--- src/sv/spmq_pkg.sv ---
// Package of the strict-priority multi-level queue: sizes, codes and helpers.
// Used by every module of the block but the entry memory; depends on nothing.
package spmq_pkg;

    localparam int LEVELS          = 8;
    localparam int DEPTH_PER_LEVEL = 16;
    localparam int HANDLE_WIDTH    = 16;

    localparam int MODE_W    = 2;
    localparam int PRIO_W    = 8;
    localparam int PAYLOAD_W = 16;
    localparam int STATUS_W  = 2;
    localparam int LEVEL_W   = 3;

    // Only the low handle bits of the payload are stored.
    localparam int STORE_W = (HANDLE_WIDTH < PAYLOAD_W) ? HANDLE_WIDTH : PAYLOAD_W;
    localparam int LVL_W   = $clog2(LEVELS);
    localparam int PTR_W   = $clog2(DEPTH_PER_LEVEL);
    localparam int CNT_W   = $clog2(DEPTH_PER_LEVEL + 1);
    localparam int ENTRIES = LEVELS * DEPTH_PER_LEVEL;
    localparam int ADDR_W  = $clog2(ENTRIES);

    typedef enum logic [MODE_W-1:0] {
        MODE_INSERT = 2'd0,
        MODE_GET    = 2'd1,
        MODE_CLEAR  = 2'd2
    } t_mode;

    typedef enum logic [STATUS_W-1:0] {
        ST_OK     = 2'd0,
        ST_FROZEN = 2'd1,
        ST_FULL   = 2'd2,
        ST_EMPTY  = 2'd3
    } t_status;

    // Requests from the control FSM to the level table.
    typedef struct packed {
        logic             push;
        logic             pop;
        logic             clear;
        logic [LVL_W-1:0] push_lvl;
    } t_lq_req;

    // Lookup results of the level table for the current transaction.
    typedef struct packed {
        logic             push_full;
        logic [PTR_W-1:0] push_slot;
        logic             pop_hit;
        logic [LVL_W-1:0] pop_lvl;
        logic [PTR_W-1:0] pop_slot;
    } t_lq_info;

    function automatic logic [PTR_W-1:0] next_slot(input logic [PTR_W-1:0] p);
        return (p == PTR_W'(DEPTH_PER_LEVEL - 1)) ? '0 : p + 1'b1;
    endfunction

    function automatic logic [ADDR_W-1:0] entry_addr(input logic [LVL_W-1:0] lvl,
                                                     input logic [PTR_W-1:0] slot);
        return ADDR_W'(lvl) * ADDR_W'(DEPTH_PER_LEVEL) + ADDR_W'(slot);
    endfunction

endpackage

--- src/sv/spmq_entry_ram.sv ---
// Simple dual-port entry memory with registered read data.
// Generic; depends on nothing.
module spmq_entry_ram #(
    parameter int DATA_W = 16,
    parameter int DEPTH  = 128
) (
    input  logic                     i_clk,
    input  logic                     i_we,
    input  logic [$clog2(DEPTH)-1:0] i_waddr,
    input  logic [DATA_W-1:0]        i_wdata,
    input  logic                     i_re,
    input  logic [$clog2(DEPTH)-1:0] i_raddr,
    output logic [DATA_W-1:0]        o_rdata
);

    logic [DATA_W-1:0] r_mem [DEPTH];
    logic [DATA_W-1:0] r_rdata;

    always_ff @(posedge i_clk) begin
        if (i_we) begin
            r_mem[i_waddr] <= i_wdata;
        end
        if (i_re) begin
            r_rdata <= r_mem[i_raddr];
        end
    end

    assign o_rdata = r_rdata;

endmodule

--- src/sv/spmq_level_table.sv ---
// Per-level head, tail and fill count of the queue, plus the highest-level search.
// Depends on spmq_pkg.
module spmq_level_table (
    input  logic              i_clk,
    input  logic              i_rst_n,
    input  spmq_pkg::t_lq_req i_req,
    output spmq_pkg::t_lq_info o_info
);

    logic [spmq_pkg::PTR_W-1:0] r_head  [spmq_pkg::LEVELS];
    logic [spmq_pkg::PTR_W-1:0] r_tail  [spmq_pkg::LEVELS];
    logic [spmq_pkg::CNT_W-1:0] r_count [spmq_pkg::LEVELS];

    logic                       hit;
    logic [spmq_pkg::LVL_W-1:0] top_lvl;

    // The last match wins, so the scan ends on the highest non-empty level.
    always_comb begin
        hit     = 1'b0;
        top_lvl = '0;
        for (int l = 0; l < spmq_pkg::LEVELS; l++) begin
            if (r_count[l] != '0) begin
                hit     = 1'b1;
                top_lvl = spmq_pkg::LVL_W'(l);
            end
        end
    end

    always_comb begin
        o_info.push_full = r_count[i_req.push_lvl] >= spmq_pkg::CNT_W'(spmq_pkg::DEPTH_PER_LEVEL);
        o_info.push_slot = r_tail[i_req.push_lvl];
        o_info.pop_hit   = hit;
        o_info.pop_lvl   = top_lvl;
        o_info.pop_slot  = r_head[top_lvl];
    end

    always_ff @(posedge i_clk) begin
        if (!i_rst_n || i_req.clear) begin
            for (int l = 0; l < spmq_pkg::LEVELS; l++) begin
                r_head[l]  <= '0;
                r_tail[l]  <= '0;
                r_count[l] <= '0;
            end
        end else begin
            if (i_req.push) begin
                r_tail[i_req.push_lvl]  <= spmq_pkg::next_slot(r_tail[i_req.push_lvl]);
                r_count[i_req.push_lvl] <= r_count[i_req.push_lvl] + 1'b1;
            end
            if (i_req.pop) begin
                r_head[top_lvl]  <= spmq_pkg::next_slot(r_head[top_lvl]);
                r_count[top_lvl] <= r_count[top_lvl] - 1'b1;
            end
        end
    end

endmodule

--- src/sv/strict_priority_multi_queue.sv ---
// Strict-priority multi-level queue: one FIFO per level in a shared entry memory.
// Depends on spmq_pkg, spmq_entry_ram and spmq_level_table.
//
// Input channel (i_in_valid / o_in_ready) carries a mode, a priority and a
// handle. Insert puts the handle at the tail of its level (priorities above
// the top level go to the top level), get pops the oldest handle of the
// highest non-empty level, clear empties every level. Each transaction gives
// exactly one result on the output channel (o_out_valid / i_out_ready).
// Inserts, clears and failed gets return their result in the cycle after the
// transaction; a successful get returns it only after the read state, since the
// handle comes out of the entry memory through its registered read data.
// A new transaction is taken in the cycle the previous result leaves, so the
// block never works on more than one transaction at a time.
// The frozen register (i_cfg_we / i_cfg_wdata) rejects inserts while set.
// Reset empties all levels, clears frozen and drops o_out_valid; the entry
// memory itself is not cleared. While the receiver stalls, the result is held
// and o_in_ready stays low.
module strict_priority_multi_queue (
    input  logic                          i_clk,
    input  logic                          i_rst_n,
    input  logic                          i_cfg_we,
    input  logic                          i_cfg_wdata,
    input  logic                          i_in_valid,
    output logic                          o_in_ready,
    input  logic [spmq_pkg::MODE_W-1:0]   i_mode,
    input  logic [spmq_pkg::PRIO_W-1:0]   i_priority_req,
    input  logic [spmq_pkg::PAYLOAD_W-1:0] i_payload,
    output logic                          o_out_valid,
    input  logic                          i_out_ready,
    output logic [spmq_pkg::STATUS_W-1:0] o_status,
    output logic [spmq_pkg::PAYLOAD_W-1:0] o_payload_out,
    output logic [spmq_pkg::LEVEL_W-1:0]  o_level_out
);

    typedef enum logic {S_IDLE, S_READ} t_state;

    t_state                         r_state, n_state;
    logic                           r_frozen;
    logic                           r_out_valid, n_out_valid;
    spmq_pkg::t_status              r_status, n_status;
    logic [spmq_pkg::PAYLOAD_W-1:0] r_payload_out, n_payload_out;
    logic [spmq_pkg::LEVEL_W-1:0]   r_level_out, n_level_out;

    spmq_pkg::t_lq_req              lq_req;
    spmq_pkg::t_lq_info             lq_info;
    logic                           accept;
    logic [spmq_pkg::LVL_W-1:0]     ins_lvl;
    logic                           ram_we, ram_re;
    logic [spmq_pkg::STORE_W-1:0]   ram_rdata;

    assign o_in_ready = (r_state == S_IDLE) && (!r_out_valid || i_out_ready);
    assign accept     = i_in_valid && o_in_ready;

    assign ins_lvl = (i_priority_req >= spmq_pkg::PRIO_W'(spmq_pkg::LEVELS))
                   ? spmq_pkg::LVL_W'(spmq_pkg::LEVELS - 1)
                   : i_priority_req[spmq_pkg::LVL_W-1:0];

    always_comb begin
        n_state         = r_state;
        n_out_valid     = r_out_valid && !i_out_ready;
        n_status        = r_status;
        n_payload_out   = r_payload_out;
        n_level_out     = r_level_out;
        lq_req.push     = 1'b0;
        lq_req.pop      = 1'b0;
        lq_req.clear    = 1'b0;
        lq_req.push_lvl = ins_lvl;
        ram_we          = 1'b0;
        ram_re          = 1'b0;

        case (r_state)
            S_IDLE: begin
                if (accept) begin
                    n_out_valid   = 1'b1;
                    n_status      = spmq_pkg::ST_OK;
                    n_payload_out = '0;
                    n_level_out   = '0;
                    case (spmq_pkg::t_mode'(i_mode))
                        spmq_pkg::MODE_INSERT: begin
                            if (r_frozen) begin
                                n_status = spmq_pkg::ST_FROZEN;
                            end else if (lq_info.push_full) begin
                                n_status = spmq_pkg::ST_FULL;
                            end else begin
                                lq_req.push = 1'b1;
                                ram_we      = 1'b1;
                            end
                        end
                        spmq_pkg::MODE_GET: begin
                            if (lq_info.pop_hit) begin
                                // The result waits for the memory read.
                                lq_req.pop  = 1'b1;
                                ram_re      = 1'b1;
                                n_out_valid = 1'b0;
                                n_level_out = spmq_pkg::LEVEL_W'(lq_info.pop_lvl);
                                n_state     = S_READ;
                            end else begin
                                n_status = spmq_pkg::ST_EMPTY;
                            end
                        end
                        spmq_pkg::MODE_CLEAR: begin
                            lq_req.clear = 1'b1;
                        end
                        default: begin
                        end
                    endcase
                end
            end
            S_READ: begin
                n_out_valid   = 1'b1;
                n_payload_out = spmq_pkg::PAYLOAD_W'(ram_rdata);
                n_state       = S_IDLE;
            end
            default: begin
                n_state = S_IDLE;
            end
        endcase
    end

    always_ff @(posedge i_clk) begin
        if (!i_rst_n) begin
            r_state     <= S_IDLE;
            r_out_valid <= 1'b0;
            r_frozen    <= 1'b0;
        end else begin
            r_state     <= n_state;
            r_out_valid <= n_out_valid;
            if (i_cfg_we) begin
                r_frozen <= i_cfg_wdata;
            end
        end
        r_status      <= n_status;
        r_payload_out <= n_payload_out;
        r_level_out   <= n_level_out;
    end

    spmq_level_table u_level_table (
        .i_clk   (i_clk),
        .i_rst_n (i_rst_n),
        .i_req   (lq_req),
        .o_info  (lq_info)
    );

    // A write and a read never fall in the same cycle: the FSM takes one
    // transaction at a time, so no forwarding is needed.
    spmq_entry_ram #(
        .DATA_W (spmq_pkg::STORE_W),
        .DEPTH  (spmq_pkg::ENTRIES)
    ) u_entry_ram (
        .i_clk   (i_clk),
        .i_we    (ram_we),
        .i_waddr (spmq_pkg::entry_addr(ins_lvl, lq_info.push_slot)),
        .i_wdata (i_payload[spmq_pkg::STORE_W-1:0]),
        .i_re    (ram_re),
        .i_raddr (spmq_pkg::entry_addr(lq_info.pop_lvl, lq_info.pop_slot)),
        .o_rdata (ram_rdata)
    );

    assign o_out_valid   = r_out_valid;
    assign o_status      = r_status;
    assign o_payload_out = r_payload_out;
    assign o_level_out   = r_level_out;

endmodule

--- config.mk ---
export PLATFORM = sky130hd
export DESIGN_NAME = strict_priority_multi_queue
export DESIGN_NICKNAME = d
export VERILOG_FILES = /design/src/sv/spmq_pkg.sv /design/src/sv/spmq_entry_ram.sv /design/src/sv/spmq_level_table.sv /design/src/sv/strict_priority_multi_queue.sv
export SDC_FILE = /design/constraint.sdc
export NUM_CORES = 2
export LEC_CHECK = 0
export BUFFER_PORTS_ARGS = -buffer_cell sky130_fd_sc_hd__buf_2
export CAP_MARGIN = 20
export CORE_MARGIN = 10
export CORE_UTILIZATION = 50
export CTS_CLUSTER_SIZE = 25
export DETAILED_ROUTE_END_ITERATION = 12
export MAX_ROUTING_LAYER = met4
export PLACE_DENSITY = 0.64
export SLEW_MARGIN = 20
export SYNTH_ARGS = -nofsm -noshare
export SYNTH_HDL_FRONTEND = slang
export SYNTH_SLANG_ARGS = --single-unit
--- constraint.sdc ---
create_clock -name i_clk -period 5.22 [get_ports i_clk]
set_input_delay 0.783 -clock i_clk [delete_from_list [all_inputs] [get_ports i_clk]]
set_output_delay 0.783 -clock i_clk [all_outputs]
set_load 0.005 [all_outputs]
=== Word-level counts from Yosys, hierarchy flattened ===
Memories as Yosys holds them, arrays and structs flattened. A register that Yosys moved wholly into a read port is not among the register bits.
Cells that the tools add are included.

* Memories: 4
* Input port bits: 32
* Word-level logic and storage cells: 110
* Flip-flop bits (word level): 24
* Bits in writable memories: 2,152

* Order comparisons: 2
* Mux-type cells: 63
* Add/subtract/negate cells: 6
* Equal/unequal tests: 5
* Bitwise operators: 1
* Reduce and logical (&&, ||, !) cells: 23

{| class="wikitable"
|+ Memory list
! name !! words !! width !! rd ports !! clocked after Yosys merged registers in !! write ports !! RTL line !! source
|-
| u_entry_ram.r_mem || 128 || 16 || 1 || 1 || 1 || spmq_entry_ram.sv:16 || <nowiki>logic [DATA_W-1:0] r_mem [DEPTH];</nowiki>
|-
| u_level_table.r_count || 8 || 5 || 10 || 0 || 8 || spmq_level_table.sv:12 || <nowiki>logic [spmq_pkg::CNT_W-1:0] r_count [spmq_pkg::LEVELS];</nowiki>
|-
| u_level_table.r_head || 8 || 4 || 1 || 0 || 8 || spmq_level_table.sv:10 || <nowiki>logic [spmq_pkg::PTR_W-1:0] r_head [spmq_pkg::LEVELS];</nowiki>
|-
| u_level_table.r_tail || 8 || 4 || 1 || 0 || 8 || spmq_level_table.sv:11 || <nowiki>logic [spmq_pkg::PTR_W-1:0] r_tail [spmq_pkg::LEVELS];</nowiki>
|}

{| class="wikitable"
|+ Operators by type and width
! operator !! count
|-
| 5-bit nonzero test || 8
|-
| 1-bit 2-to-1 mux || 36
|-
| 3-bit 2-to-1 mux || 11
|-
| 16-bit one-hot mux with 2 select lines || 1
|-
| 16-bit 2-to-1 mux || 1
|-
| 4-bit 2-to-1 mux || 4
|-
| 7-bit by 4-bit adder with 7-bit output || 2
|-
| 2-bit 2-to-1 mux || 5
|-
| 5-bit 2-to-1 mux || 2
|-
| 5-bit OR reduction || 2
|-
| 4-bit by 1-bit adder with 4-bit output, second input constant || 2
|-
| 4-bit equality test, second input constant || 2
|-
| 8-bit by 4-bit >= comparator with 1-bit output, second input constant || 1
|-
| 4-bit OR reduction || 2
|-
| 5-bit by 1-bit adder with 5-bit output, second input constant || 1
|-
| 5-bit >= comparator, second input constant || 1
|-
| 5-bit by 1-bit subtractor with 5-bit output, second input constant || 1
|-
| 1-bit one-hot mux with 2 select lines || 2
|-
| 2-bit one-hot mux with 2 select lines || 1
|-
| 2-bit AND reduction || 2
|-
| 1-bit logical AND || 3
|-
| 1-bit zero test || 3
|-
| 2-bit by 1-bit equality test with 1-bit output, second input constant || 1
|-
| 2-bit equality test, second input constant || 1
|-
| other kinds (4) || 5
|}

=== Longest topological paths before layout ===
An unclocked memory read counts as a cell.

* Depth after elaboration: 20
* Gate-level depth with buffers: 20
* Gate-level depth less buffers: 13

=== Cells and area by module ===
From an unflattened synthesis, not the netlist that was laid out.

* Cell total of the unflattened synthesis: 3,695
* Area total of the unflattened synthesis: 85,439.4 µm²

{| class="wikitable"
|+ By module, submodules not included
! module !! area an instance (µm²) !! instances !! sequential area each (µm²) !! cells an instance
|-
| spmq_entry_ram || 78,683.0 || 1 || 61,979.4 || 3,086
|-
| spmq_level_table || 5,788.1 || 1 || 3,123.0 || 539
|-
| strict_priority_multi_queue || 968.4 || 1 || 690.7 || 70
|}

=== Worst setup path after synthesis ===
Ideal clock, no wire load.

* Path kind: input to register
* From: input i_priority_req[5] (netlist name)
* To: memory u_entry_ram.r_mem[81][0], enable pin
* Setup slack: 661 ps
* Cell stages on the path: 11
* Arrival time: 4,170 ps
* Buffers on the path: 3
* Required time: 4,831 ps
* Path through: nor3_1 nand2_1 nor4b_1 a22oi_1 and4_1 clkbuf_1 or3_1 or3_1 clkbuf_1 clkbuf_1 nor2_1

* Word-level cells in the longest chain between the ends: 11
* Elaborated cells between the ends (all ways): 13

{| class="wikitable"
|+ RTL lines
! what !! RTL line !! source
|-
| start: declaration || strict_priority_multi_queue.sv:26 || <nowiki>input logic [spmq_pkg::PRIO_W-1:0] i_priority_req,</nowiki>
|-
| 8-bit by 4-bit >= comparator with 1-bit output * || strict_priority_multi_queue.sv:54 || <nowiki>assign ins_lvl = (i_priority_req >= spmq_pkg::PRIO_W'(spmq_pkg::LEVELS))</nowiki>
|-
| 3-bit 2-to-1 mux * || strict_priority_multi_queue.sv:55 || <nowiki>? spmq_pkg::LVL_W'(spmq_pkg::LEVELS - 1)</nowiki>
|-
| memory 8 x 5 bit || -- ||
|-
| 5-bit >= comparator || spmq_level_table.sv:30 || <nowiki>o_info.push_full = r_count[i_req.push_lvl] >= spmq_pkg::CNT_W'(spmq_pkg::DEPTH_PER_LEVEL);</nowiki>
|-
| 1-bit 2-to-1 mux || strict_priority_multi_queue.sv:82 || <nowiki>end else if (lq_info.push_full) begin</nowiki>
|-
| 1-bit 2-to-1 mux || strict_priority_multi_queue.sv:80 || <nowiki>if (r_frozen) begin</nowiki>
|-
| 1-bit 2-to-1 mux || strict_priority_multi_queue.sv:78 || <nowiki>case (spmq_pkg::t_mode'(i_mode))</nowiki>
|-
| 1-bit 2-to-1 mux || strict_priority_multi_queue.sv:73 || <nowiki>if (accept) begin</nowiki>
|-
| 1-bit 2-to-1 mux || strict_priority_multi_queue.sv:71 || <nowiki>case (r_state)</nowiki>
|-
| 1-bit 2-to-1 mux || spmq_entry_ram.sv:20 || <nowiki>if (i_we) begin</nowiki>
|-
| 1-bit 2-to-1 mux (not written as such) || spmq_entry_ram.sv:21 || <nowiki>r_mem[i_waddr] <= i_wdata;</nowiki>
|-
| end: declaration || spmq_entry_ram.sv:16 ||
|}

Mark *: on every way between the ends. The rest lies on a longest branch, timed or not.

==> flow_summary.json <==
{
  "n_fill_cell": 13510,
  "cts_buffers": 221,
  "pwr-share-clk_pct": 39.9,
  "power_frac_seq_pct": 48.7,
  "wl_per_cell_um": 34.50,
  "postCtsHoldBufs": 0,
  "dr.pass1.iters": 8,
  "worstReg2RegEnd": "u_entry_ram.o_rdata[5]$_DFFE_PP_",
  "synth.distinct_cells": 89,
  "power.switching_mw": 10.09,
  "max_freq_ghz": 0.1922,
  "synth-edff-count": 2189,
  "p_leak_nw": 35.97,
  "design_area_mm2": 0.1038,
  "htreeDepth": 4,
  "nets": 7144,
  "wl_met2_mm": 146.7,
  "vdd_ir_drop_max_mv": 0.3955,
  "wl_met1_mm": 124.8,
  "ant_nets": 0,
  "worstPathArrival_ns": 5.79,
  "post-dp-hpwl_mm": 220.1,
  "p_comb_share_pct": 11.4,
  "dieArea_mm2": 0.1933,
  "dpl_cell_area_mm2": 0.09640,
  "ys_seq_area_share_pct": 74.73,
  "worstPathRequired_ns": 5.81,
  "track_usage_pct": 34.61,
  "timing.hold.ws_ns": 0.1794,
  "drt-initial-drc-count": 10460,
  "die_w_um": 439.6,
  "drv_slew": 0,
  "cts-root-buf": "clkbuf_16",
  "die_h_um": 439.6,
  "clk_latency_ns": 0.87,
  "swShare_pct": 25.20,
  "hp-class": "in -> reg",
  "max_slew.worst_pin.slew_ns": 1.297,
  "final_common_cell": "edfxtp_1",
  "clock-skew-final_ns": 0.03806,
  "drc": 0,
  "end_kind": "flip-flop",
  "holdPathStages": 3,
  "syn_to_final_growth_pct": 17.94,
  "p_int_mw": 29.95,
  "period_share_pct": 99.69,
  "core_mm2": 0.1744,
  "grt_pass1_wl_mm": 456.6,
  "rrSetupSlack_ns": 0.02,
  "fin_crit_ns": 5.204,
  "maxCapViolCount": 0,
  "crit_fanout": 17,
  "wl_met3_mm": 40.70,
  "clockBufferDepth": 3,
  "start_util_pct": 50.48,
  "routed_via_density": 6.434,
  "relSlewSlack_pct": 13.07,
  "grt_overflow": 0,
  "highest_layer": "met4",
  "syn_area_mm2": 0.08804,
  "hold_violations": 0,
  "ys_ff_latch": 2192,
  "grt_pass1_vias": 57470,
  "setup_violations": 0,
  "io_pins": 55,
  "power_density_mw_per_mm2": 385.7,
  "io_buffers": 54,
  "synth_flop_cell": "edfxtp_1",
  "status": "finished clean",
  "wl_mm": 332.9,
  "num_vias": 62080,
  "avgSynthCellArea_um2": 13.63,
  "gp_congestion": 1.024,
  "place_ws_ns": -0.2539,
  "worstSetupPathType": "reg -> reg",
  "antenna_found_initial": 28,
  "r2r-start": "u_level_table.r_count[2][1]$_SDFFCE_PN0P_",
  "syn_inst": 6457,
  "fin_ws_ns": 0.01601,
  "worstHoldStart": "i_in_valid",
  "yosysWarnings": 0,
  "cts_tree": "yes",
  "final_layout_size_suffix_gt1_share_pct": 17.22,
  "reg2regPathDepth": 19,
  "grt_max_degree": 129,
  "startpoint_type": "flip-flop",
  "cts_sinks": 2192,
  "whs_endpoint": "o_out_valid$_SDFF_PN0_",
  "num_rows": 153,
  "syn_nets": 6493,
  "final_cell_mix": "edfxtp_1 (2189), nand2_1 (1541), buf_4 (697)",
  "async_flop_share_pct": 0,
  "path_clk_slew_ns": 0.06
}
==> power by group through the flow <==
stage          registers [mW]  clock network [mW]  logic, mW
2_1_floorplan            19.8                   0       2.11
3_3_place_gp             19.9                   0       4.38
3_5_place_dp             19.9                   0       4.42
4_1_cts                  19.5                16.0       4.44
5_1_grt                  19.5                16.7       4.73
6_report                 19.5                16.0       4.58
==> timing repair <==
item / 4_1_cts / 5_1_grt
buffers inserted: 1 / 5
pin swaps: 1 / 3
resized for setup: 8 / 15
setup endpoints to repair: 6 / 12
endpoints found under the hold margin: 0 / 0
==> cells in the mapped netlist (11+ instances only) <==
| cell type | n | area (um^2) |
|---|---|---|
| clkbuf_1 | 152 | 570.6 |
| and3_1 | 108 | 675.7 |
| nand4_1 | 95 | 594.3 |
| a311oi_1 | 43 | 376.6 |
| edfxtp_1 | 2189 | 65730 |
| nor4_1 | 25 | 156.4 |
| buf_2 | 171 | 855.8 |
| nor2_1 | 336 | 1261 |
| o22ai_1 | 29 | 181.4 |
| nand2_1 | 1541 | 5784 |
| inv_1 | 16 | 60.06 |
| mux2i_1 | 228 | 2282 |
| o21ai_0 | 34 | 170.2 |
| buf_1 | 35 | 131.4 |
| a21oi_1 | 264 | 1321 |
| a32oi_1 | 74 | 648.1 |
| and2_1 | 22 | 137.6 |
| buf_4 | 22 | 165.2 |
| a2111oi_0 | 16 | 140.1 |
| a221oi_1 | 17 | 148.9 |
| a211oi_1 | 100 | 750.7 |
| o211ai_1 | 11 | 82.58 |
| nor3_1 | 65 | 325.3 |
| a22oi_1 | 76 | 570.6 |
| nand3_1 | 469 | 2347 |
| a31oi_1 | 132 | 825.8 |
==> final cells by class <==
cell class              count  area (um^2)  area share, %
repair buffers            817         7049          6.789
clock inverters           128         1358          1.308
well taps                2325         2909          2.802
flip-flops and latches   2192        65790          63.37
clock buffers             277         5836          5.621
inverters                  18        96.34        0.09279
diodes                     34        85.08        0.08195
multi-input cells        3858        20700          19.94
==> through the flow <==
| step | TNS (ns) | total power, mW | instances | util [%] |
|---|---|---|---|---|
| after floorplan | 0 | 21.95 | 6457 | - |
| after global placement | -1.002 | 24.24 | 9203 | 55.27 |
| after global routing | -0.01260 | 40.93 | 9644 | 59.53 |
| after detailed placement | -0.5641 | 24.28 | 9204 | 55.28 |
| after CTS | 0 | 39.95 | 9610 | 59.43 |
| final | 0 | 40.04 | 9649 | 59.54 |
==> flip-flops by register name (all words and copies together), names as in the netlist <==
| signal | count |
|---|---|
| o_level_out | 3 |
| o_out_valid | 1 |
| o_payload_out | 16 |
| o_status | 2 |
| r_frozen | 1 |
| r_state | 1 |
| u_entry_ram.o_rdata | 16 |
| u_entry_ram.r_mem | 2048 |
| u_level_table.r_count | 40 |
| u_level_table.r_head | 32 |
| u_level_table.r_tail | 32 |
==> cell families after synthesis <==
group	share of synthesized area [%]
and+or+nand+nor	13.41
DFF	74.73
AOI/OAI and AO/OA	6.849
buffers and inverters	2.152
muxes	2.720
xor gates and xnor gates	0.07959
adders and majority gates	0.05685
==> how the worst max path moves through the flow <==
stage / startpoint / endpoint / slack [ns] / depth (start not counted)
after floorplan: i_priority_req[5] / u_entry_ram.r_mem[81][0]$_DFFE_PP_ / 0.66 / 11
after global placement: u_level_table.r_count[3][1]$_SDFFCE_PN0P_ / u_entry_ram.o_rdata[7]$_DFFE_PP_ / -0.69 / 16
after detailed placement: u_level_table.r_count[2][1]$_SDFFCE_PN0P_ / u_entry_ram.o_rdata[7]$_DFFE_PP_ / -0.25 / 16
after CTS: u_level_table.r_count[2][1]$_SDFFCE_PN0P_ / u_entry_ram.o_rdata[5]$_DFFE_PP_ / 0.04 / 16
after global routing: u_level_table.r_count[5][0]$_SDFFCE_PN0P_ / u_entry_ram.o_rdata[3]$_DFFE_PP_ / -0.009 / 15
final: u_level_table.r_count[2][1]$_SDFFCE_PN0P_ / u_entry_ram.o_rdata[5]$_DFFE_PP_ / 0.02 / 19
==> metal layers <==
layer,vias up,track usage [%]
met2,4339,50.21
li1,25710,-
met5,-,-
met3,755,8.024
met1,31280,45.71
met4,0,17.68
==> critical path: stages, from the launching register on <==
cell and delay [ns]:
edfxtp_1 0.42, or4_4 0.59, or4_4 0.52, buf_4 0.19, o2111ai_1 0.10, o21ai_1 0.13, a2bb2oi_4 0.22, and2_4 0.25
clkinv_8 0.17, buf_12 0.21, buf_12 0.16, mux2i_1 0.25, o32ai_1 0.17, buf_4 0.16, a31oi_1 0.52, buf_4 0.27
nand4_1 0.10, a211oi_1 0.24, buf_4 0.16, nand2_1 0.04
Note: power is estimated with default switching activity, not from simulation.
